==> src/hdl/tpcd_pkg.sv <==
// ----------------------------------------------------------------------------
// tpcd_pkg
// Shared types, byte codes and event helpers for the pattern channel decoder.
// ----------------------------------------------------------------------------
package tpcd_pkg;

  // default sizing
  localparam int STACK_DEPTH_DEF  = 16;
  localparam int SAMPLE_COUNT_DEF = 32;

  // command bytes with a meaning of their own
  localparam logic [7:0] B_NOENV_SMP  = 8'h10;
  localparam logic [7:0] B_ENV_LO_MIN = 8'h11;
  localparam logic [7:0] B_NOISE      = 8'h20;
  localparam logic [7:0] B_ORN        = 8'h40;
  localparam logic [7:0] B_NOTE       = 8'h50;
  localparam logic [7:0] B_NOENV      = 8'hb0;
  localparam logic [7:0] B_PERIOD     = 8'hb1;
  localparam logic [7:0] B_ENV_HI_MIN = 8'hb2;
  localparam logic [7:0] B_ENV_HI_MAX = 8'hbf;
  localparam logic [7:0] B_REST       = 8'hc0;
  localparam logic [7:0] B_END        = 8'hd0;
  localparam logic [7:0] B_ORN_SMP    = 8'hf0;

  // effect codes kept on the stack
  localparam logic [3:0] EFF_GLISS     = 4'd1;
  localparam logic [3:0] EFF_NOTEGLISS = 4'd2;
  localparam logic [3:0] EFF_SMPOFF    = 4'd3;
  localparam logic [3:0] EFF_ORNOFF    = 4'd4;
  localparam logic [3:0] EFF_VIBRATO   = 4'd5;
  localparam logic [3:0] EFF_ENVSLIDE  = 4'd8;
  localparam logic [3:0] EFF_TEMPO     = 4'd9;

  // event kinds
  localparam logic [4:0] K_ENVELOPE  = 5'd0;
  localparam logic [4:0] K_NOENV     = 5'd1;
  localparam logic [4:0] K_ORNAMENT  = 5'd2;
  localparam logic [4:0] K_SAMPLE    = 5'd3;
  localparam logic [4:0] K_NOISE     = 5'd4;
  localparam logic [4:0] K_VOLUME    = 5'd5;
  localparam logic [4:0] K_PERIOD    = 5'd6;
  localparam logic [4:0] K_REST      = 5'd7;
  localparam logic [4:0] K_NOTE      = 5'd8;
  localparam logic [4:0] K_GLISS     = 5'd9;
  localparam logic [4:0] K_NOTEGLISS = 5'd10;
  localparam logic [4:0] K_SMPOFF    = 5'd11;
  localparam logic [4:0] K_ORNOFF    = 5'd12;
  localparam logic [4:0] K_VIBRATO   = 5'd13;
  localparam logic [4:0] K_ENVSLIDE  = 5'd14;
  localparam logic [4:0] K_TEMPO     = 5'd15;
  localparam logic [4:0] K_DONE      = 5'd16;

  // byte interpretation phase
  typedef enum logic [5:0] {
    PH_CMD    = 6'b000001,
    PH_ENV_HI = 6'b000010,
    PH_ENV_LO = 6'b000100,
    PH_SAMPLE = 6'b001000,
    PH_PERIOD = 6'b010000,
    PH_EFFECT = 6'b100000
  } phase_t;

  // decoder state other than the effect stack
  typedef struct packed {
    phase_t      phase;
    logic [7:0]  held_command;
    logic [15:0] held_word;
    logic [7:0]  held_param;
    logic [2:0]  param_index;
    logic [7:0]  pend_term;
    logic        overflow;
  } st_t;

  localparam st_t ST_RESET = '{
    phase:        PH_CMD,
    held_command: 8'h00,
    held_word:    16'h0000,
    held_param:   8'h00,
    param_index:  3'd0,
    pend_term:    8'h00,
    overflow:     1'b0
  };

  // one decoded event
  typedef struct packed {
    logic [4:0]  kind;
    logic [7:0]  arg_a;
    logic [15:0] arg_b;
    logic [15:0] arg_c;
    logic        row_last;
    logic        ovf;
  } evt_t;

  function automatic evt_t mk_ev(input logic [4:0] kind, input logic [7:0] a,
                                 input logic [15:0] b, input logic [15:0] c,
                                 input logic last, input logic ovf);
    evt_t e;
    e.kind     = kind;
    e.arg_a    = a;
    e.arg_b    = b;
    e.arg_c    = c;
    e.row_last = last;
    e.ovf      = ovf;
    return e;
  endfunction

  // closing event of a row that ends in a note or an end byte
  function automatic evt_t final_ev(input logic [7:0] term, input logic ovf);
    evt_t e;
    if (term == B_END) begin
      e = mk_ev(K_DONE, 8'h00, 16'h0000, 16'h0000, 1'b1, ovf);
    end else begin
      e = mk_ev(K_NOTE, term - B_NOTE, 16'h0000, 16'h0000, 1'b1, ovf);
    end
    return e;
  endfunction

endpackage

==> src/hdl/tpcd_decode.sv <==
// ----------------------------------------------------------------------------
// tpcd_decode
// Combinational byte decoder: next state, stack control and up to two events.
// ----------------------------------------------------------------------------
module tpcd_decode #(
  parameter int STACK_DEPTH  = tpcd_pkg::STACK_DEPTH_DEF,
  parameter int SAMPLE_COUNT = tpcd_pkg::SAMPLE_COUNT_DEF,
  parameter int DW           = $clog2(STACK_DEPTH + 1)
) (
  input  logic [7:0]      data_byte,
  input  tpcd_pkg::st_t   st,
  input  logic [DW-1:0]   depth,
  input  logic [3:0]      top,
  output tpcd_pkg::st_t   st_nxt,
  output logic [DW-1:0]   depth_nxt,
  output logic            push,
  output logic [1:0]      ev_cnt,
  output tpcd_pkg::evt_t  ev0,
  output tpcd_pkg::evt_t  ev1
);
  import tpcd_pkg::*;

  logic [7:0]    v;
  logic [3:0]    code;
  logic          fin;
  logic [4:0]    fk;
  logic [7:0]    fa;
  logic [15:0]   fb;
  logic [15:0]   fc;
  logic [DW-1:0] d1;
  logic          is_eff;

  assign v = data_byte;
  assign d1 = depth - DW'(1);

  // codes that go on the effect stack
  assign is_eff = (v[3:0] >= EFF_GLISS && v[3:0] <= EFF_VIBRATO) ||
                  v[3:0] == EFF_ENVSLIDE || v[3:0] == EFF_TEMPO;

  always_comb begin
    st_nxt    = st;
    depth_nxt = depth;
    push      = 1'b0;
    ev_cnt    = 2'd0;
    ev0       = '0;
    ev1       = '0;
    fin       = 1'b0;
    fk        = '0;
    fa        = '0;
    fb        = '0;
    fc        = '0;
    code      = (depth == '0) ? EFF_TEMPO : top;

    unique case (st.phase)
      // tone word, high byte
      PH_ENV_HI: begin
        st_nxt.held_word = {v, 8'h00};
        st_nxt.phase     = PH_ENV_LO;
      end
      // tone word, low byte, then the envelope event
      PH_ENV_LO: begin
        st_nxt.held_word = {st.held_word[15:8], v};
        ev0 = mk_ev(K_ENVELOPE,
                    (st.held_command >= B_ENV_HI_MIN) ? st.held_command - B_PERIOD
                                                      : st.held_command - B_NOENV_SMP,
                    16'h0000, {st.held_word[15:8], v}, 1'b0, st.overflow);
        ev_cnt = 2'd1;
        st_nxt.phase = (st.held_command < B_ENV_HI_MIN) ? PH_SAMPLE : PH_CMD;
      end
      // sample byte with range check
      PH_SAMPLE: begin
        ev0 = mk_ev(K_SAMPLE,
                    ({1'b0, v} < 9'(2 * SAMPLE_COUNT) && !v[0]) ? {1'b0, v[7:1]} : 8'h00,
                    16'h0000, 16'h0000, 1'b0, st.overflow);
        ev_cnt = 2'd1;
        st_nxt.phase = PH_CMD;
      end
      PH_PERIOD: begin
        ev0 = mk_ev(K_PERIOD, v - 8'd1, 16'h0000, 16'h0000, 1'b0, st.overflow);
        ev_cnt = 2'd1;
        st_nxt.phase = PH_CMD;
      end
      // effect parameter bytes for the code on top of the stack
      PH_EFFECT: begin
        unique case (code)
          EFF_GLISS, EFF_ENVSLIDE: begin
            priority if (st.param_index == 3'd0) begin
              st_nxt.held_param  = v;
              st_nxt.param_index = 3'd1;
            end else if (st.param_index == 3'd1) begin
              st_nxt.held_command = v;
              st_nxt.param_index  = 3'd2;
            end else begin
              fin = 1'b1;
              fk  = (code == EFF_GLISS) ? K_GLISS : K_ENVSLIDE;
              fa  = st.held_param;
              fb  = {v, st.held_command};
            end
          end
          EFF_NOTEGLISS: begin
            priority if (st.param_index == 3'd0) begin
              st_nxt.held_param  = v;
              st_nxt.param_index = 3'd1;
            end else if (st.param_index == 3'd1 || st.param_index == 3'd3) begin
              st_nxt.held_command = v;
              st_nxt.param_index  = st.param_index + 3'd1;
            end else if (st.param_index == 3'd2) begin
              st_nxt.held_word   = {v, st.held_command};
              st_nxt.param_index = 3'd3;
            end else begin
              fin = 1'b1;
              fk  = K_NOTEGLISS;
              fa  = st.held_param;
              fb  = {v, st.held_command};
              fc  = st.held_word;
            end
          end
          EFF_SMPOFF: begin
            fin = 1'b1;
            fk  = K_SMPOFF;
            fa  = v;
          end
          EFF_ORNOFF: begin
            fin = 1'b1;
            fk  = K_ORNOFF;
            fa  = v;
          end
          EFF_VIBRATO: begin
            if (st.param_index == 3'd0) begin
              st_nxt.held_param  = v;
              st_nxt.param_index = 3'd1;
            end else begin
              fin = 1'b1;
              fk  = K_VIBRATO;
              fa  = st.held_param;
              fc  = {8'h00, v};
            end
          end
          default: begin
            fin = 1'b1;
            fk  = K_TEMPO;
            fa  = v;
          end
        endcase
      end
      // command byte
      default: begin
        st_nxt.phase = PH_CMD;
        priority if (v < B_NOENV_SMP) begin
          if (is_eff) begin
            if (depth < DW'(STACK_DEPTH)) begin
              push      = 1'b1;
              depth_nxt = depth + DW'(1);
            end else begin
              st_nxt.overflow = 1'b1;
            end
          end
        end else if (v < B_NOISE || (v >= B_ENV_HI_MIN && v <= B_ENV_HI_MAX) ||
                     v >= B_ORN_SMP) begin
          if (v >= B_ENV_LO_MIN && v <= B_ENV_HI_MAX) begin
            st_nxt.held_command = v;
            st_nxt.phase        = PH_ENV_HI;
          end else begin
            ev0 = mk_ev(K_NOENV, 8'h00, 16'h0000, 16'h0000, 1'b0, st.overflow);
            ev1 = mk_ev(K_ORNAMENT, v - B_ORN_SMP, 16'h0000, 16'h0000, 1'b0,
                        st.overflow);
            ev_cnt = (v >= B_ORN_SMP) ? 2'd2 : 2'd1;
            st_nxt.phase = PH_SAMPLE;
          end
        end else if (v < B_ORN) begin
          ev0 = mk_ev(K_NOISE, v - B_NOISE, 16'h0000, 16'h0000, 1'b0, st.overflow);
          ev_cnt = 2'd1;
        end else if (v < B_NOTE) begin
          ev0 = mk_ev(K_ORNAMENT, v - B_ORN, 16'h0000, 16'h0000, 1'b0, st.overflow);
          ev_cnt = 2'd1;
        end else if (v < B_NOENV || v == B_REST || v == B_END) begin
          // row terminator: note, rest or end byte
          st_nxt.pend_term   = v;
          st_nxt.param_index = 3'd0;
          if (v == B_REST) begin
            ev0 = mk_ev(K_REST, 8'h00, 16'h0000, 16'h0000, depth == '0, st.overflow);
            ev_cnt = 2'd1;
          end else if (depth == '0) begin
            ev0 = final_ev(v, st.overflow);
            ev_cnt = 2'd1;
          end
          if (depth == '0) begin
            st_nxt.phase     = PH_CMD;
            st_nxt.pend_term = 8'h00;
            st_nxt.overflow  = 1'b0;
          end else begin
            st_nxt.phase = PH_EFFECT;
          end
        end else if (v == B_NOENV) begin
          ev0 = mk_ev(K_NOENV, 8'h00, 16'h0000, 16'h0000, 1'b0, st.overflow);
          ev_cnt = 2'd1;
        end else if (v == B_PERIOD) begin
          st_nxt.phase = PH_PERIOD;
        end else if (v < B_END) begin
          ev0 = mk_ev(K_VOLUME, v - B_REST, 16'h0000, 16'h0000, 1'b0, st.overflow);
          ev_cnt = 2'd1;
        end else begin
          ev0 = mk_ev(K_SAMPLE, v - B_END, 16'h0000, 16'h0000, 1'b0, st.overflow);
          ev_cnt = 2'd1;
        end
      end
    endcase

    // effect complete: pop, and close the row when the stack runs empty
    if (fin) begin
      st_nxt.param_index = 3'd0;
      if (d1 == '0) begin
        if (st.pend_term == B_REST) begin
          ev0 = mk_ev(fk, fa, fb, fc, 1'b1, st.overflow);
          ev_cnt = 2'd1;
        end else begin
          ev0 = mk_ev(fk, fa, fb, fc, 1'b0, st.overflow);
          ev1 = final_ev(st.pend_term, st.overflow);
          ev_cnt = 2'd2;
        end
        st_nxt.phase     = PH_CMD;
        st_nxt.pend_term = 8'h00;
        st_nxt.overflow  = 1'b0;
        depth_nxt        = '0;
      end else begin
        ev0 = mk_ev(fk, fa, fb, fc, 1'b0, st.overflow);
        ev_cnt    = 2'd1;
        depth_nxt = d1;
      end
    end
  end

endmodule

==> src/hdl/tracker_pattern_channel_decoder.sv <==
// A request is decoded in the cycle it is accepted; its events are registered into
// the event queue and offered on the result port in order.
// Throughput: one request per cycle while the four-entry event queue has room for
// two; output is one event per cycle while out_ready is high.
// Reset: synchronous, active low; clears phase, held fields, stack depth and the
// queue pointers. The effect stack memory needs no clearing pass.
// ----------------------------------------------------------------------------
// tracker_pattern_channel_decoder
// Pattern-stream channel decoder: one byte per request, decoded events out
// through a small queue.
// ----------------------------------------------------------------------------
module tracker_pattern_channel_decoder #(
  parameter int STACK_DEPTH  = tpcd_pkg::STACK_DEPTH_DEF,
  parameter int SAMPLE_COUNT = tpcd_pkg::SAMPLE_COUNT_DEF
) (
  input  logic               clk,
  input  logic               rst_n,
  input  logic               in_valid,
  output logic               in_ready,
  input  logic [7:0]         in_data_byte,
  output logic               out_valid,
  input  logic               out_ready,
  output logic [4:0]         out_event_kind,
  output logic [7:0]         out_arg_a,
  output logic signed [15:0] out_arg_b,
  output logic [15:0]        out_arg_c,
  output logic               out_row_last,
  output logic               out_stack_overflow
);
  import tpcd_pkg::*;

  localparam int DW = $clog2(STACK_DEPTH + 1);
  localparam int AW = $clog2(STACK_DEPTH);

  st_t           st_r;
  st_t           st_nxt;
  logic [DW-1:0] depth_r;
  logic [DW-1:0] depth_nxt;
  logic [DW-1:0] rd_dec;
  logic [AW-1:0] rd_addr;
  logic [3:0]    top_r;
  logic [3:0]    stack_mem [STACK_DEPTH];
  logic          push;
  logic [1:0]    ev_cnt;
  evt_t          ev0;
  evt_t          ev1;
  logic          in_fire;
  logic          out_fire;

  evt_t          q_mem [4];
  logic [1:0]    wp_r;
  logic [1:0]    rp_r;
  logic [2:0]    cnt_r;
  evt_t          head;

  assign in_fire  = in_valid && in_ready;
  assign out_fire = out_valid && out_ready;
  assign in_ready = (cnt_r <= 3'd2);
  assign out_valid = (cnt_r != 3'd0);

  // byte decoder
  tpcd_decode #(
    .STACK_DEPTH (STACK_DEPTH),
    .SAMPLE_COUNT(SAMPLE_COUNT),
    .DW          (DW)
  ) u_decode (
    .data_byte(in_data_byte),
    .st       (st_r),
    .depth    (depth_r),
    .top      (top_r),
    .st_nxt   (st_nxt),
    .depth_nxt(depth_nxt),
    .push     (push),
    .ev_cnt   (ev_cnt),
    .ev0      (ev0),
    .ev1      (ev1)
  );

  // decoder state
  always_ff @(posedge clk) begin
    if (!rst_n) begin
      st_r    <= ST_RESET;
      depth_r <= '0;
    end else if (in_fire) begin
      st_r    <= st_nxt;
      depth_r <= depth_nxt;
    end
  end

  // effect stack: write on push, registered read of the new top
  assign rd_dec  = depth_nxt - DW'(1);
  assign rd_addr = rd_dec[AW-1:0];

  always_ff @(posedge clk) begin
    if (in_fire && push) begin
      stack_mem[depth_r[AW-1:0]] <= in_data_byte[3:0];
    end
    if (in_fire) begin
      top_r <= push ? in_data_byte[3:0] : stack_mem[rd_addr];
    end
  end

  // event queue storage
  always_ff @(posedge clk) begin
    if (in_fire && ev_cnt != 2'd0) begin
      q_mem[wp_r] <= ev0;
    end
    if (in_fire && ev_cnt == 2'd2) begin
      q_mem[wp_r + 2'd1] <= ev1;
    end
  end

  // event queue pointers
  always_ff @(posedge clk) begin
    if (!rst_n) begin
      wp_r  <= '0;
      rp_r  <= '0;
      cnt_r <= '0;
    end else begin
      if (in_fire) begin
        wp_r <= wp_r + ev_cnt;
      end
      if (out_fire) begin
        rp_r <= rp_r + 2'd1;
      end
      cnt_r <= cnt_r + (in_fire ? {1'b0, ev_cnt} : 3'd0) - {2'b00, out_fire};
    end
  end

  // result port
  assign head               = q_mem[rp_r];
  assign out_event_kind     = head.kind;
  assign out_arg_a          = head.arg_a;
  assign out_arg_b          = signed'(head.arg_b);
  assign out_arg_c          = head.arg_c;
  assign out_row_last       = head.row_last;
  assign out_stack_overflow = head.ovf;

  // queue never holds more than its four entries
  a_queue_bound: assert property (@(posedge clk) disable iff (!rst_n)
    cnt_r <= 3'd4)
    else $error("event queue overfilled");

  // stack depth stays within the configured size
  a_depth_bound: assert property (@(posedge clk) disable iff (!rst_n)
    depth_r <= DW'(STACK_DEPTH))
    else $error("effect stack depth out of range");

  // overflow is only raised against a full stack
  a_ovf_full: assert property (@(posedge clk) disable iff (!rst_n)
    $rose(st_r.overflow) |-> depth_r == DW'(STACK_DEPTH))
    else $error("overflow raised with room on the stack");

  // effect phase always has an effect to read
  a_effect_nonempty: assert property (@(posedge clk) disable iff (!rst_n)
    st_r.phase == PH_EFFECT |-> depth_r != '0)
    else $error("effect phase with empty stack");

  // finishing the last effect closes the row
  a_row_close: assert property (@(posedge clk) disable iff (!rst_n)
    (in_fire && st_r.phase == PH_EFFECT && depth_nxt == '0) |=>
      (st_r.phase == PH_CMD && !st_r.overflow && st_r.pend_term == 8'h00))
    else $error("row not closed after last effect");

endmodule
==> config.mk <==
export PLATFORM = sky130hd
export DESIGN_NAME = tracker_pattern_channel_decoder
export DESIGN_NICKNAME = d
export VERILOG_FILES = /design/src/hdl/tpcd_pkg.sv /design/src/hdl/tpcd_decode.sv /design/src/hdl/tracker_pattern_channel_decoder.sv
export SDC_FILE = /design/constraint.sdc
export NUM_CORES = 1
export LEC_CHECK = 0
export ABC_AREA = 1
export BUFFER_PORTS_ARGS = -buffer_cell sky130_fd_sc_hd__buf_2
export CAP_MARGIN = 10
export CORE_MARGIN = 2
export CORE_UTILIZATION = 30
export DETAILED_ROUTE_END_ITERATION = 6
export PLACE_DENSITY_LB_ADDON = 0.1
export SKIP_LAST_GASP = 1
export SLEW_MARGIN = 20
export SYNTH_ARGS = -nofsm -noshare
export SYNTH_HDL_FRONTEND = slang
export SYNTH_SLANG_ARGS = --single-unit
==> constraint.sdc <==
create_clock -name clk -period 4.4 [get_ports clk]
set_input_delay 0.22 -clock clk [delete_from_list [all_inputs] [get_ports clk]]
set_output_delay 0.22 -clock clk [all_outputs]
set_load 0.01 [all_outputs]
* Word level (Yosys, flattened, before mapping)
Memories as Yosys holds them, arrays and structs flattened. A register that Yosys moved wholly into a read port is not among the register bits.
Index checks and enable logic that the tools add are counted.
** Word-level totals
- Flip-flop bits (word level) :: 62
- RAM bits :: 252
- Output and inout bits :: 49
- Logic and storage cells :: 279
- Memories kept :: 2
** Operators by class
- Add/subtract/negate cells :: 19
- Magnitude comparators :: 17
- Equal/unequal tests :: 43
- Multiplexer cells :: 145
- Bitwise operators :: 2
- Reduce and logical (&&, ||, !) cells :: 39
** Memory list
- q_mem :: words 4, bits a word 47, rd ports 1, clocked after memory_dff 1, wr ports 2, RTL line tracker_pattern_channel_decoder.sv:50 : evt_t q_mem [4];
- stack_mem :: words 16, bits a word 4, rd ports 1, clocked after memory_dff 1, wr ports 1, RTL line tracker_pattern_channel_decoder.sv:42 : logic [3:0] stack_mem [STACK_DEPTH];
** Operators by type and width (number)
- $mux W47 :: 17
- $mux W16 :: 13
- $pmux W47 S4 :: 1
- $mux W8 :: 15
- $mux W45 :: 2
- $pmux W16 S2 :: 2
- $mux W12 :: 5
- $mux W5 :: 12
- $eq A8 B8 Y1 const B :: 6
- $mux W6 :: 8
- $pmux W16 S3 :: 1
- $mux W44 :: 1
- $mux W43 :: 1
- $mux W2 :: 17
- $pmux W11 S3 :: 1
- $pmux W8 S2 :: 2
- $sub A8 B8 Y8 const B :: 4
- $mux W9 :: 3
- $pmux W5 S5 :: 1
- $ge A8 B8 Y1 const B :: 3
- $lt A8 B7 Y1 const B :: 3
- $lt A8 B8 Y1 const B :: 3
- $mux W24 :: 1
- $pmux W6 S4 :: 1
- 67 further kinds :: 142

* Longest topological paths before layout
Gate-level depths: netlist (run 1).
- Depth in word-level cells :: 14
- Mapped depth :: 28
- Gate-level depth less buffers :: 26

* By module
Synthesis (run 1) repeated with hierarchy kept, for this count alone.
** Unflattened totals
- Cells, all modules :: 2499
- Area, all modules :: 19382.3 µm²
** Modules (own cells, without submodules)
- tracker_pattern_channel_decoder :: times used 1, cells each 1527, area each 14425.1 µm²
- tpcd_decode :: times used 1, cells each 972, area each 4957.3 µm²

* Least setup slack after synthesis (run 1)
No wires, ideal clock.
- Kind :: input to register
- Start :: input port in_data_byte[6]
- End :: register top_r[1] (read register of stack_mem) (data pin)
- Setup time :: 0.249 ns
- Arrival :: 3.454 ns
- Required time :: 4.151 ns
- Setup slack :: 0.697 ns
- Stages :: 24
- Path through :: clkbuf_1 > inv_1 > clkbuf_1 > ha_1 > inv_1 > a21oi_2 > inv_1 > nand2_1 > nand2_1 > nand2_1 > nand2_1 > nand2_2 > nand2_2 > buf_2 > ha_1 > clkbuf_1 > clkinv_1 > clkbuf_1 > nand3_1 > nand3_1 > nand3_1 > nand3_1 > nand2_1 > inv_1
** On the way
- Word-level cells in the longest chain between the ends :: 5
** RTL lines
- from (decl) :: RTL line tracker_pattern_channel_decoder.sv:20 : input logic [7:0] in_data_byte,
- $lt A8 B5 Y1 :: RTL line tpcd_decode.sv:149 : priority if (v < B_NOENV_SMP) begin
- $mux W5 :: RTL line tpcd_decode.sv:149
- $mux W5 :: RTL line tpcd_decode.sv:54 : unique case (st.phase)
- $mux W5 :: RTL line tpcd_decode.sv:210 : if (fin) begin
- $sub A4 B1 Y4 :: RTL line tracker_pattern_channel_decoder.sv:91 : assign rd_dec = depth_nxt - DW'(1);
- to (decl) :: RTL line tracker_pattern_channel_decoder.sv:41 : logic [3:0] top_r;
Every way passes these cells.
A chain may end at the register's enable or synchronous reset.

* Worst setup path after layout (run 1)
- Start :: register depth_r[1]
- End :: register top_r[3] (read register of stack_mem) (data pin)
** On the way
- Word-level cells in the longest chain between the ends :: 8
- Elaborated cells on any way between the ends :: 20
** RTL lines
- from (decl) :: RTL line tracker_pattern_channel_decoder.sv:37 : logic [DW-1:0] depth_r;
- from (signal assigned) :: RTL line tracker_pattern_channel_decoder.sv:86 : depth_r <= depth_nxt;
- $logic_not A5 Y1 :: RTL line tpcd_decode.sv:52 : code = (depth == '0) ? EFF_TEMPO : top;
- $mux W4 :: RTL line tpcd_decode.sv:52
- $eq A4 B4 Y1 / $eq A4 B1 Y1 (equally long branches) :: RTL line tpcd_decode.sv:85 : unique case (code)
- $reduce_or A2 Y1 :: RTL line tpcd_decode.sv:85
- $pmux W1 S3 :: RTL line tpcd_decode.sv:85
- $mux W1 :: RTL line tpcd_decode.sv:54
- $mux W5 * :: RTL line tpcd_decode.sv:210
- $sub A4 B1 Y4 * :: RTL line tracker_pattern_channel_decoder.sv:91
Every way passes the cells marked *; elsewhere a longest branch is shown, timed or not.

==> results of run 1 <==
[registers in the layout, summed over array words and instances, names as in the netlist, named ones only]
| name | flops |
|---|---|
| rp_r | 2 |
| depth_r | 5 |
| st_r | 50 |
| q_mem | 188 |
| cnt_r | 3 |
| top_r | 4 |
| stack_mem | 64 |
| wp_r | 2 |
[power breakdown]
part	total [mW]	leakage, nW	switching (mW)	internal [mW]
registers	3.46	2.75	0.137	3.33
logic	3.23	4.54	2.29	0.944
clock network	3.41	0.686	1.38	2.04
total	10.1	7.98	3.80	6.31
[stage by stage]
| stage | utilization, % | cells |
|---|---|---|
| final | 34.5 | 3126 |
| after global routing | 34.5 | 3126 |
| after CTS | 34.5 | 3126 |
| after detailed placement | 32.1 | 3051 |
| after global placement | 32.1 | 3051 |
| after floorplan | - | 2317 |
[per-layer routing]
metal	up-vias	share of wire, %	track usage [%]
met4	0	2.6	6.19
met3	121	6.4	3.75
li1	7954	-	-
met2	572	46	33.9
met5	-	0	0
met1	7859	45	28.3
[logic make-up after synthesis]
group / Yosys count / share of synthesized area [%]
AOI/OAI and AO/OA: 547 / 17.0
xor gates and xnor gates: 14 / 0.701
adders and majority gates: 39 / 2.83
buffers and inverters: 384 / 9.33
DFF: 320 / 43.5
and+or+nand+nor: 1013 / 26.6
[path summary, 6_finish.rpt]
path / startpoint / end / slack, ns / depth (start not counted)
max: depth_r[1] / top_r[3] / 0.47 / 24
min: out_ready / flip-flop / 0.03 / 4
max reg2reg: depth_r[1] / top_r[3] / 0.47 / 24
min reg2reg: q_mem[1][33] / q_mem[1][33] / 0.46 / 2
[area by class of cell]
type                    instances  area, um2
fillers                      6213      37800
inverters                     227        857
clock inverters                12        114
clock buffers                  63       1260
repair buffers                126        833
multi-input cells            1613       8290
well taps                     765        957
flip-flops and latches        320       7610
[worst register-to-register path, stage by stage, from the launching register on]
cell and delay, ns:
dfxtp_1 0.41, inv_1 0.18, ha_1 0.25, inv_1 0.07, nor2_2 0.05, nand2_4 0.15
nand3_2 0.15, nor2_4 0.22, nor2_2 0.08, nand2_4 0.19, nand3_4 0.15, nand2_4 0.16
nand2_1 0.07, nand2_1 0.12, inv_2 0.06, ha_1 0.27, buf_4 0.23, clkinv_1 0.12
buf_4 0.21, nand3_1 0.10, nand3_1 0.12, nand3_1 0.12, nand3_1 0.09, nand2_1 0.07
inv_1 0.04
[layout by cell type, fill, tap and decap left out, drive strengths merged, types with 2 or more instances in the layout]
cell	count
a211oi	13
a21oi	198
a221oi	8
a311oi	2
a31oi	7
and2	2
buf	126
clkbuf	63
clkinv	18
dfxtp	200
edfxtp	120
ha	38
inv	220
nand2	433
nand3	146
nand3b	22
nand4	132
nor2	247
nor3	27
nor4	2
o2111ai	2
o211ai	11
o21a	2
o21ai	228
o221ai	2
o22ai	68
o31ai	4
xnor2	3
xor2	11
==> out/metrics.csv, run 1 <==
metric;value;unit
status;finished, final reports clean;
syn_area_per_cell;7.55;um2
core area;57700;um2
Routed wire per std cell;20.5;um
Pleak;7.98;nW
CTS tree;done;
PwrDens;508;nW/um2
Worst VDD drop;0.000303;V
num ports;61;
Sink Count;320;
Port-buffer cells;60;
syn_nets;2368;
ant diodes;0;
Slew Viols, Final;0;
critical path launch point type;flip-flop;
DRC errors left;0;
worst endpoint required time;4.73;ns
vias in the first global route;15500;
slew margin rel.;31.7;%
MaxCap Viol Count;0;
cell taking the most area after synthesis;dfxtp_1;
register area share after synthesis;43.5;%
Die ar.;60300;um2
worst skew pair latency;0.59;ns
largest net degree at the start of global routing;113;
cells taking the most area after synthesis;dfxtp_1, edfxtp_1, nand2_1, o21ai_0, a21oi_1;
Async SR Flop Fraction;0;%
unrepaired setup endpoints after global routing;false;
CP Max Fanout;19;
final-stage net count;2380;
Commonest cells post-synth;nand2_1, nor2_1, inv_1, o21ai_0, dfxtp_1;
total power;10.1;mW
crit path DAT;4.26;ns
Syn Std Cell Area;17500;um2
Critical path buffers and inverters;7;
Root Buffer;clkbuf_16;
total number of vias;16500;
initial antenna violation count;0;
WL final;64000;um
Crit path top cell by count;nand3_1;
ANT nets after route;0;
fraction of layout cells with a size suffix above 1;11.1;%
Max stage delay cell, worst path;dfxtp_1;
CTS max path bufs;3;
Tcrit/Tclk final;89.4;%
#FFs+latches synth;320;
number of flops mapped to enable cells by yosys;120;
Die Y;245;um
synth unique cells;50;
setup bufs post-CTS;0;
cell area after layout;19900;um2
top-area cell type share of the netlist area;22.9;%
first-pass GRT wire length;96500;um
Synth Flop Type;dfxtp_1;
top cell family by delay on the critical path;simple AND/OR/NAND/NOR gates;
First-pass DRT Iterations;6;
number of hold buffers added after cts;0;
Hold WS;0.0292;ns
CP max stage delay;0.41;ns
fin worst setup slack;0.467;ns
fmax;0.254;GHz
post_cts resized;0;
Vias per Instance;5.28;
Initial Util;30.3;%
placed inst area;18500;um2
pre-CTS setup slack;0.267;ns
RD Place Congestion;0.876;
Num CTS Buffers;41;
post-DP HPWL;42900;um
crit-path cells;inv_1, ha_1, inv_1, nor2_2, nand2_4, nand3_2, nor2_4, nor2_2, nand2_4, nand3_4, nand2_4, nand2_1, nand2_1, inv_2, ha_1, buf_4, clkinv_1, buf_4, nand3_1, nand3_1, nand3_1, nand3_1, nand2_1, inv_1;
Area Overhead vs Synth;13.9;%
Ys Warns;0;
Hold Path Class;in -> reg;
setup TNS;0;ns
post-layout min period;3.93;ns
CTS H-tree lvls;2;
Syn Inst Count;2317;
Remaining Overflow, GRT;0;
Setup Skew;0.0265;ns
Worst Max-Slew Pin Slew;1.02;ns
Die Wd;245;um
clk slew on worst S/H paths;0.06;ns
Final Hold Viols;0;
Iter 0 DRT Violations;1420;
top-count cell post-synth;nand2_1;
setup violators final;0;
crit path kind;reg -> reg;
Rows;88;
total track usage;20.9;%
CP endpoint kind;flip-flop;
(Power assumes the default switching activity.)
==> inputs of run 2 (changes only) <==
--- a/config.mk
+++ b/config.mk
@@ -5,7 +5,6 @@
 export SDC_FILE = /design/constraint.sdc
 export NUM_CORES = 1
 export LEC_CHECK = 0
-export ABC_AREA = 1
 export BUFFER_PORTS_ARGS = -buffer_cell sky130_fd_sc_hd__buf_2
 export CAP_MARGIN = 10
 export CORE_MARGIN = 2
==> run 2 against run 1 <==
Clock skew increased by 0.0027 ns. Total power fell by 19%. Global-route usage decreased by 2.3 points. Clock power fell by 11%. Sequential share of layout area rose by 2.6 points. Via count decreased by 25%. Largest power group unchanged. Combinational power shrank 44%. Flip-flop and latch count stayed put. Fmax fell by 4.3%.
==> out/metrics.csv, run 2 <==
metric;value;unit;change
Sw Ratio;30.6;%;was 37.6%
synth unique cells;95;;was 50
initial antenna violation count;0;;unchanged
core area;52800;um2;was 57700 um2
CP max stage delay;0.46;ns;was 0.41 ns
crit-path cells;inv_1, ha_1, nor3_1, a32oi_1, and3_4, nor2_2, o31a_1, inv_1, ha_1, buf_12, and2_1, o32ai_1, a21oi_1, a2111oi_0, o31ai_1;;was inv_1, ha_1, inv_1, nor2_2, nand2_4, nand3_2, nor2_4, nor2_2, nand2_4, nand3_4, nand2_4, nand2_1, nand2_1, inv_2, ha_1, buf_4, clkinv_1, buf_4, nand3_1, nand3_1, nand3_1, nand3_1, nand2_1, inv_1
Setup Skew;0.0292;ns;was 0.0265 ns
final non-filler cell total;2268;;was 3126
Biggest register;q_mem;;unchanged
post-DP HPWL;35600;um;was 42900 um
Remaining Overflow, GRT;0;;unchanged
Worst Max-Slew Pin Slew;0.909;ns;was 1.02 ns
Syn Inst Count;1488;;was 2317
Initial Util;30.5;%;was 30.3%
Sink Count;320;;unchanged
syn_nets;1539;;was 2368
First-pass DRT Iterations;5;;was 6
Syn Std Cell Area;16100;um2;was 17500 um2
MaxCap Viol Count;0;;unchanged
number of hold buffers added after cts;0;;unchanged
DRC errors left;0;;unchanged
Die ar.;55500;um2;was 60300 um2
slew margin rel.;39.4;%;was 31.7%
fmax;0.243;GHz;was 0.254 GHz
max FFs per register;188;;unchanged
Root Buffer;clkbuf_16;;unchanged
number of flops mapped to enable cells by yosys;120;;unchanged
Iter 0 DRT Violations;1001;;was 1420
CTS H-tree lvls;2;;unchanged
crit path kind;reg -> reg;;unchanged
placed cells;2201;;was 3051
Max stage delay cell, worst path;dfxtp_1;;unchanged
fin worst setup slack;0.291;ns;was 0.467 ns
PwrDens;441;nW/um2;was 508 nW/um2
Area Overhead vs Synth;15.9;%;was 13.9%
most common cell after layout, fill and taps aside;dfxtp_1;;was nand2_1
Worst VDD drop;0.000268;V;was 0.000303 V
Die Wd;236;um;was 245 um
Clk network pwr share;36.7;%;was 33.8%
status;finished, final reports clean;;unchanged
Reg area;7610;um2;about the same
Tcrit/Tclk final;93.4;%;was 89.4%
largest net degree at the start of global routing;53;;was 113
clk slew on worst S/H paths;0.06;ns;about the same
Synth Flop Type;dfxtp_1;;unchanged
ANT nets after route;0;;unchanged
post-layout min period;4.11;ns;was 3.93 ns
fraction of layout cells with a size suffix above 1;18.4;%;was 11.1%
Slew Viols, Final;0;;unchanged
setup bufs post-CTS;0;;unchanged
syn_area_per_cell;10.8;um2;was 7.55 um2
num ports;61;;unchanged
Async SR Flop Fraction;0;%;unchanged
top-area cell type share of the netlist area;24.9;%;was 22.9%
critical path launch point type;flip-flop;;unchanged
unrepaired setup endpoints after global routing;false;;unchanged
setup TNS;0;ns;unchanged
final-stage net count;1603;;was 2380
Num CTS Buffers;37;;was 41
Die Y;236;um;was 245 um
Routed wire per std cell;23.0;um;was 20.5 um
CP Max Fanout;41;;was 19
CP endpoint kind;flip-flop;;unchanged
worst endpoint required time;4.68;ns;was 4.73 ns
vias in the first global route;12500;;was 15500
cells taking the most area after synthesis;dfxtp_1, edfxtp_1, mux4_2, mux2i_1, nand2_1;;was dfxtp_1, edfxtp_1, nand2_1, o21ai_0, a21oi_1
Commonest cells post-synth;dfxtp_1, nand2_1, edfxtp_1;;was nand2_1, nor2_1, inv_1, o21ai_0, dfxtp_1
WL final;52200;um;was 64000 um
switching pwr;2.52;mW;was 3.80 mW
RD Place Congestion;0.823;;was 0.876
Pleak;6.82;nW;was 7.98 nW
crit path DAT;4.39;ns;was 4.26 ns
fill cell count;5264;;was 6213
Multi-input gate area;7920;um2;was 8290 um2
Rows;84;;was 88
CTS max path bufs;3;;unchanged
total track usage;18.6;%;was 20.9%
cell taking the most area after synthesis;dfxtp_1;;unchanged
#FFs+latches synth;320;;unchanged
top-count cell post-synth;dfxtp_1;;was nand2_1
Flop pwr share;41.4;%;was 34.3%
post_cts resized;0;;unchanged
most frequent cells in the layout;dfxtp_1, nand2_1, edfxtp_1;;was nand2_1, nor2_1, inv_1, o21ai_0, dfxtp_1
Logic pwr share;21.9;%;was 32.0%
setup violators final;0;;unchanged
total number of vias;12400;;was 16500
Ys Warns;0;;unchanged
CTS tree;done;;unchanged
internal power;5.72;mW;was 6.31 mW
first-pass GRT wire length;79500;um;was 96500 um
Hold WS;0.215;ns;was 0.0292 ns
Hold Path Class;in -> reg;;unchanged
worst skew pair latency;0.56;ns;was 0.59 ns
register area share after synthesis;47.2;%;was 43.5%
Vias per Instance;5.46;;was 5.28
Port-buffer cells;60;;unchanged
pre-CTS setup slack;0.189;ns;was 0.267 ns
Final Hold Viols;0;;unchanged
ant diodes;0;;unchanged
## run 2: critical path: cells and delay by family, from the launching register on
kind	cells	cell delay [ns]
flip-flops	1	0.46
adder cells (fa/ha/maj)	2	0.64
AO/OA/AOI/OAI	6	1.28
buffers and inverters	3	0.43
AND/OR/NAND/NOR	4	1.02
## run 2: routing by layer
metal / vias up / share of wire [%] / wire length (um) / GRT usage, %
li1: 5770 / - / - / -
met1: 6254 / 46 / 24000 / 24.7
met2: 267 / 48 / 25100 / 31.2
met3: 85 / 3.2 / 1680 / 2.45
met4: 0 / 2.9 / 1500 / 6.49
met5: - / 0 / 0 / 0
## run 2: path summary, 6_finish.rpt
kind	startpoint	endpoint	slack, ns	cells past startpoint
worst max-delay path	st_r[9]	top_r[3]	0.29	15
worst min register to register	q_mem[3][6]	q_mem[3][6]	0.46	1
worst min-delay path	in_data_byte[1]	stack_mem[3][1]	0.22	2
worst max register to register	st_r[9]	top_r[3]	0.29	15
## run 2: power groups by stage
stage               sequential, mW  clock, mW  combinational [mW]
detailed placement            3.48          0                1.80
global placement              3.48          0                1.80
floorplan                     3.31          0                1.34
CTS                           3.42       3.11                1.81
finish                        3.41       3.03                1.80
global route                  3.44       3.21                1.95
## run 2: through the flow
| step | utilization, % | area (um2) | power [mW] |
|---|---|---|---|
| floorplan | - | 16100 | 4.65 |
| global placement | 33.1 | 17500 | 5.28 |
| detailed placement | 33.1 | 17500 | 5.28 |
| CTS | 35.3 | 18600 | 8.33 |
| global route | 35.4 | 18700 | 8.60 |
| finish | 35.4 | 18700 | 8.24 |
## run 2: cell families after synthesis
family                   share of synthesized area, %
AND/OR/NAND/NOR                                  13.8
AO/OA/AOI/OAI                                    17.0
flip-flops                                       47.2
buffers and inverters                            4.10
multiplexers                                     13.0
adder cells (fa/ha/maj)                          3.08
XOR/XNOR                                         1.77
## run 2: final cells by class
type	instances	share of cell area, %
Timing Repair Buffer	135	5.03
Multi-Input combinational cell	1018	42.4
Clock buffer	49	5.43
Inverter	40	0.818
Clock inverter	18	0.865
Tap cell	688	4.61
Sequential cell	320	40.8
==> inputs of run 3 (changes only) <==
==> constraint.sdc (replaced) <==
create_clock -name clk -period 5.09 [get_ports clk]
set_input_delay 0.2545 -clock clk [delete_from_list [all_inputs] [get_ports clk]]
set_output_delay 0.2545 -clock clk [all_outputs]
set_load 0.01 [all_outputs]
==> run 3 against run 2 <==
Final cell count down 0.84%. Routed wire length up 1.7%. Total power down 14%. Flip-flop and latch count unchanged. Fmax down 9.6%. Worst setup slack better by 0.25 ns. Design area down 0.91%. Die area unchanged. Critical path depth unchanged. Combinational power down 16%. Worst hold slack worse by 0.029 ns. Critical endpoint is now top_r[1]. Largest power group unchanged. Highest routed layer unchanged.
==> out/metrics.csv, run 3 (synthesis results as in run 2) <==
metric;value;unit;change
status;finished, final reports clean;;unchanged
RR Endpoint;top_r[1];;was top_r[3]
most frequent cells in the layout;dfxtp_1, nand2_1, edfxtp_1;;unchanged
CTS H-tree lvls;2;;unchanged
CTS tree;done;;unchanged
crit path kind;reg -> reg;;unchanged
Tcrit/Tclk final;89.3;%;was 93.4%
Vias per Instance;5.53;;was 5.46
num ports;61;;unchanged
critical path launch point type;flip-flop;;unchanged
final-stage net count;1585;;was 1603
RD Place Congestion;0.916;;was 0.823
Hold Path Class;in -> reg;;unchanged
PwrDens;384;nW/um2;was 441 nW/um2
worst skew pair latency;0.56;ns;about the same
unrepaired setup endpoints after global routing;false;;unchanged
clk slew on worst S/H paths;0.06;ns;about the same
Die Y;236;um;unchanged
Remaining Overflow, GRT;0;;unchanged
placed cells;2181;;was 2201
Final Hold Viols;0;;unchanged
Port-buffer cells;60;;unchanged
Num CTS Buffers;39;;was 37
CTS max path bufs;3;;unchanged
setup TNS;0;ns;unchanged
first-pass GRT wire length;80300;um;was 79500 um
fraction of layout cells with a size suffix above 1;17.2;%;was 18.4%
fill cell count;5231;;was 5264
Worst Max-Slew Pin Slew;1.08;ns;was 0.909 ns
Rows;84;;unchanged
most common cell after layout, fill and taps aside;dfxtp_1;;unchanged
Routed wire per std cell;23.6;um;was 23.0 um
total track usage;18.8;%;was 18.6%
First-pass DRT Iterations;7;;was 5
Iter 0 DRT Violations;948;;was 1001
Root Buffer;clkbuf_16;;unchanged
worst endpoint required time;5.48;ns;was 4.68 ns
initial antenna violation count;0;;unchanged
setup bufs post-CTS;0;;unchanged
CP Launch Point;st_r[9];;unchanged
Setup Skew;0.0150;ns;was 0.0292 ns
post_cts resized;0;;unchanged
Die ar.;55500;um2;unchanged
Worst VDD drop;0.000210;V;was 0.000268 V
crit path DAT;4.94;ns;was 4.39 ns
post-DP HPWL;35500;um;was 35600 um
worst reg2reg path depth;15;;unchanged
Biggest register;q_mem;;unchanged
Finished Core Util;35.0;%;was 35.4%
Area Overhead vs Synth;14.8;%;was 15.9%
DRC errors left;0;;unchanged
Reg area;7610;um2;unchanged
largest net degree at the start of global routing;53;;unchanged
total number of vias;12400;;about the same
fmax;0.220;GHz;was 0.243 GHz
MaxCap Viol Count;0;;unchanged
Pleak;6.72;nW;was 6.82 nW
pre-CTS setup slack;0.423;ns;was 0.189 ns
final non-filler cell total;2249;;was 2268
Initial Util;30.5;%;unchanged
worst r2r src;st_r[9];;unchanged
max FFs per register;188;;unchanged
post-layout min period;4.55;ns;was 4.11 ns
core area;52800;um2;unchanged
number of hold buffers added after cts;0;;unchanged
FF-to-FF setup slack;0.54;ns;was 0.29 ns
fin worst setup slack;0.542;ns;was 0.291 ns
CP Max Fanout;23;;was 41
Die Wd;236;um;unchanged
ANT nets after route;0;;unchanged
Slew Viols, Final;0;;unchanged
vias in the first global route;12400;;was 12500
CP endpoint;top_r[1];;was top_r[3]
WL final;53100;um;was 52200 um
Sink Count;320;;unchanged
CP endpoint kind;flip-flop;;unchanged
slew margin rel.;27.5;%;was 39.4%
ant diodes;0;;unchanged
setup violators final;0;;unchanged
Multi-input gate area;7910;um2;was 7920 um2
[run 3: worst min path at each step]
stage / end / depth (start not counted) / slack, ns / start
finish: st_r[28] / 3 / 0.19 / in_data_byte[0]
global route: st_r[28] / 3 / 0.21 / in_data_byte[0]
CTS: st_r[28] / 3 / 0.16 / in_data_byte[0]
detailed placement: q_mem[3][14] / 1 / 0.44 / q_mem[3][14]
global placement: st_r[35] / 2 / 0.44 / st_r[35]
floorplan: stack_mem[0][0] / 0 / 0.35 / in_data_byte[0]
[run 3: area by class of cell]
class,instances,share of cell area (%)
Sequential cell,320,41.2
Timing Repair Buffer,115,4.13
Tap cell,688,4.66
Clock inverter,15,0.568
Inverter,40,0.826
Clock buffer,53,5.89
Multi-Input combinational cell,1018,42.8
[run 3: per-stage QoR]
stage	total power, mW	hold WS, ns	instance area (um2)
2_1_floorplan	4.02	0.353	16100
4_1_cts	7.19	0.155	18500
3_3_place_gp	4.52	0.440	17300
3_5_place_dp	4.52	0.442	17300
6_report	7.10	0.186	18500
5_1_grt	7.41	0.207	18500
[run 3: critical path, stage by stage, from the launching register on]
cell	delay (ns)
dfxtp_1	0.45
inv_1	0.13
ha_1	0.30
o21bai_1	0.25
a32oi_1	0.19
and3_4	0.25
o32a_1	0.49
o21ai_4	0.24
inv_4	0.13
ha_1	0.76
buf_4	0.31
and2_1	0.17
o221ai_1	0.12
a21oi_1	0.24
a221oi_1	0.08
o31ai_1	0.26
[run 3: power by group]
group	internal [mW]	switching (mW)	total, mW	leakage (nW)
Sequential	2.77	0.173	2.94	2.68
Combinational	0.635	0.888	1.52	3.46
Clock	1.51	1.13	2.64	0.581
Total	4.91	2.20	7.10	6.72
[run 3: layer usage]
layer,wire length (um),vias to the layer above,track usage (%)
li1,-,5737,-
met1,24800,6266,25.8
met2,24600,343,30.8
met3,2410,84,2.77
met4,1370,0,5.56
met5,0,-,0
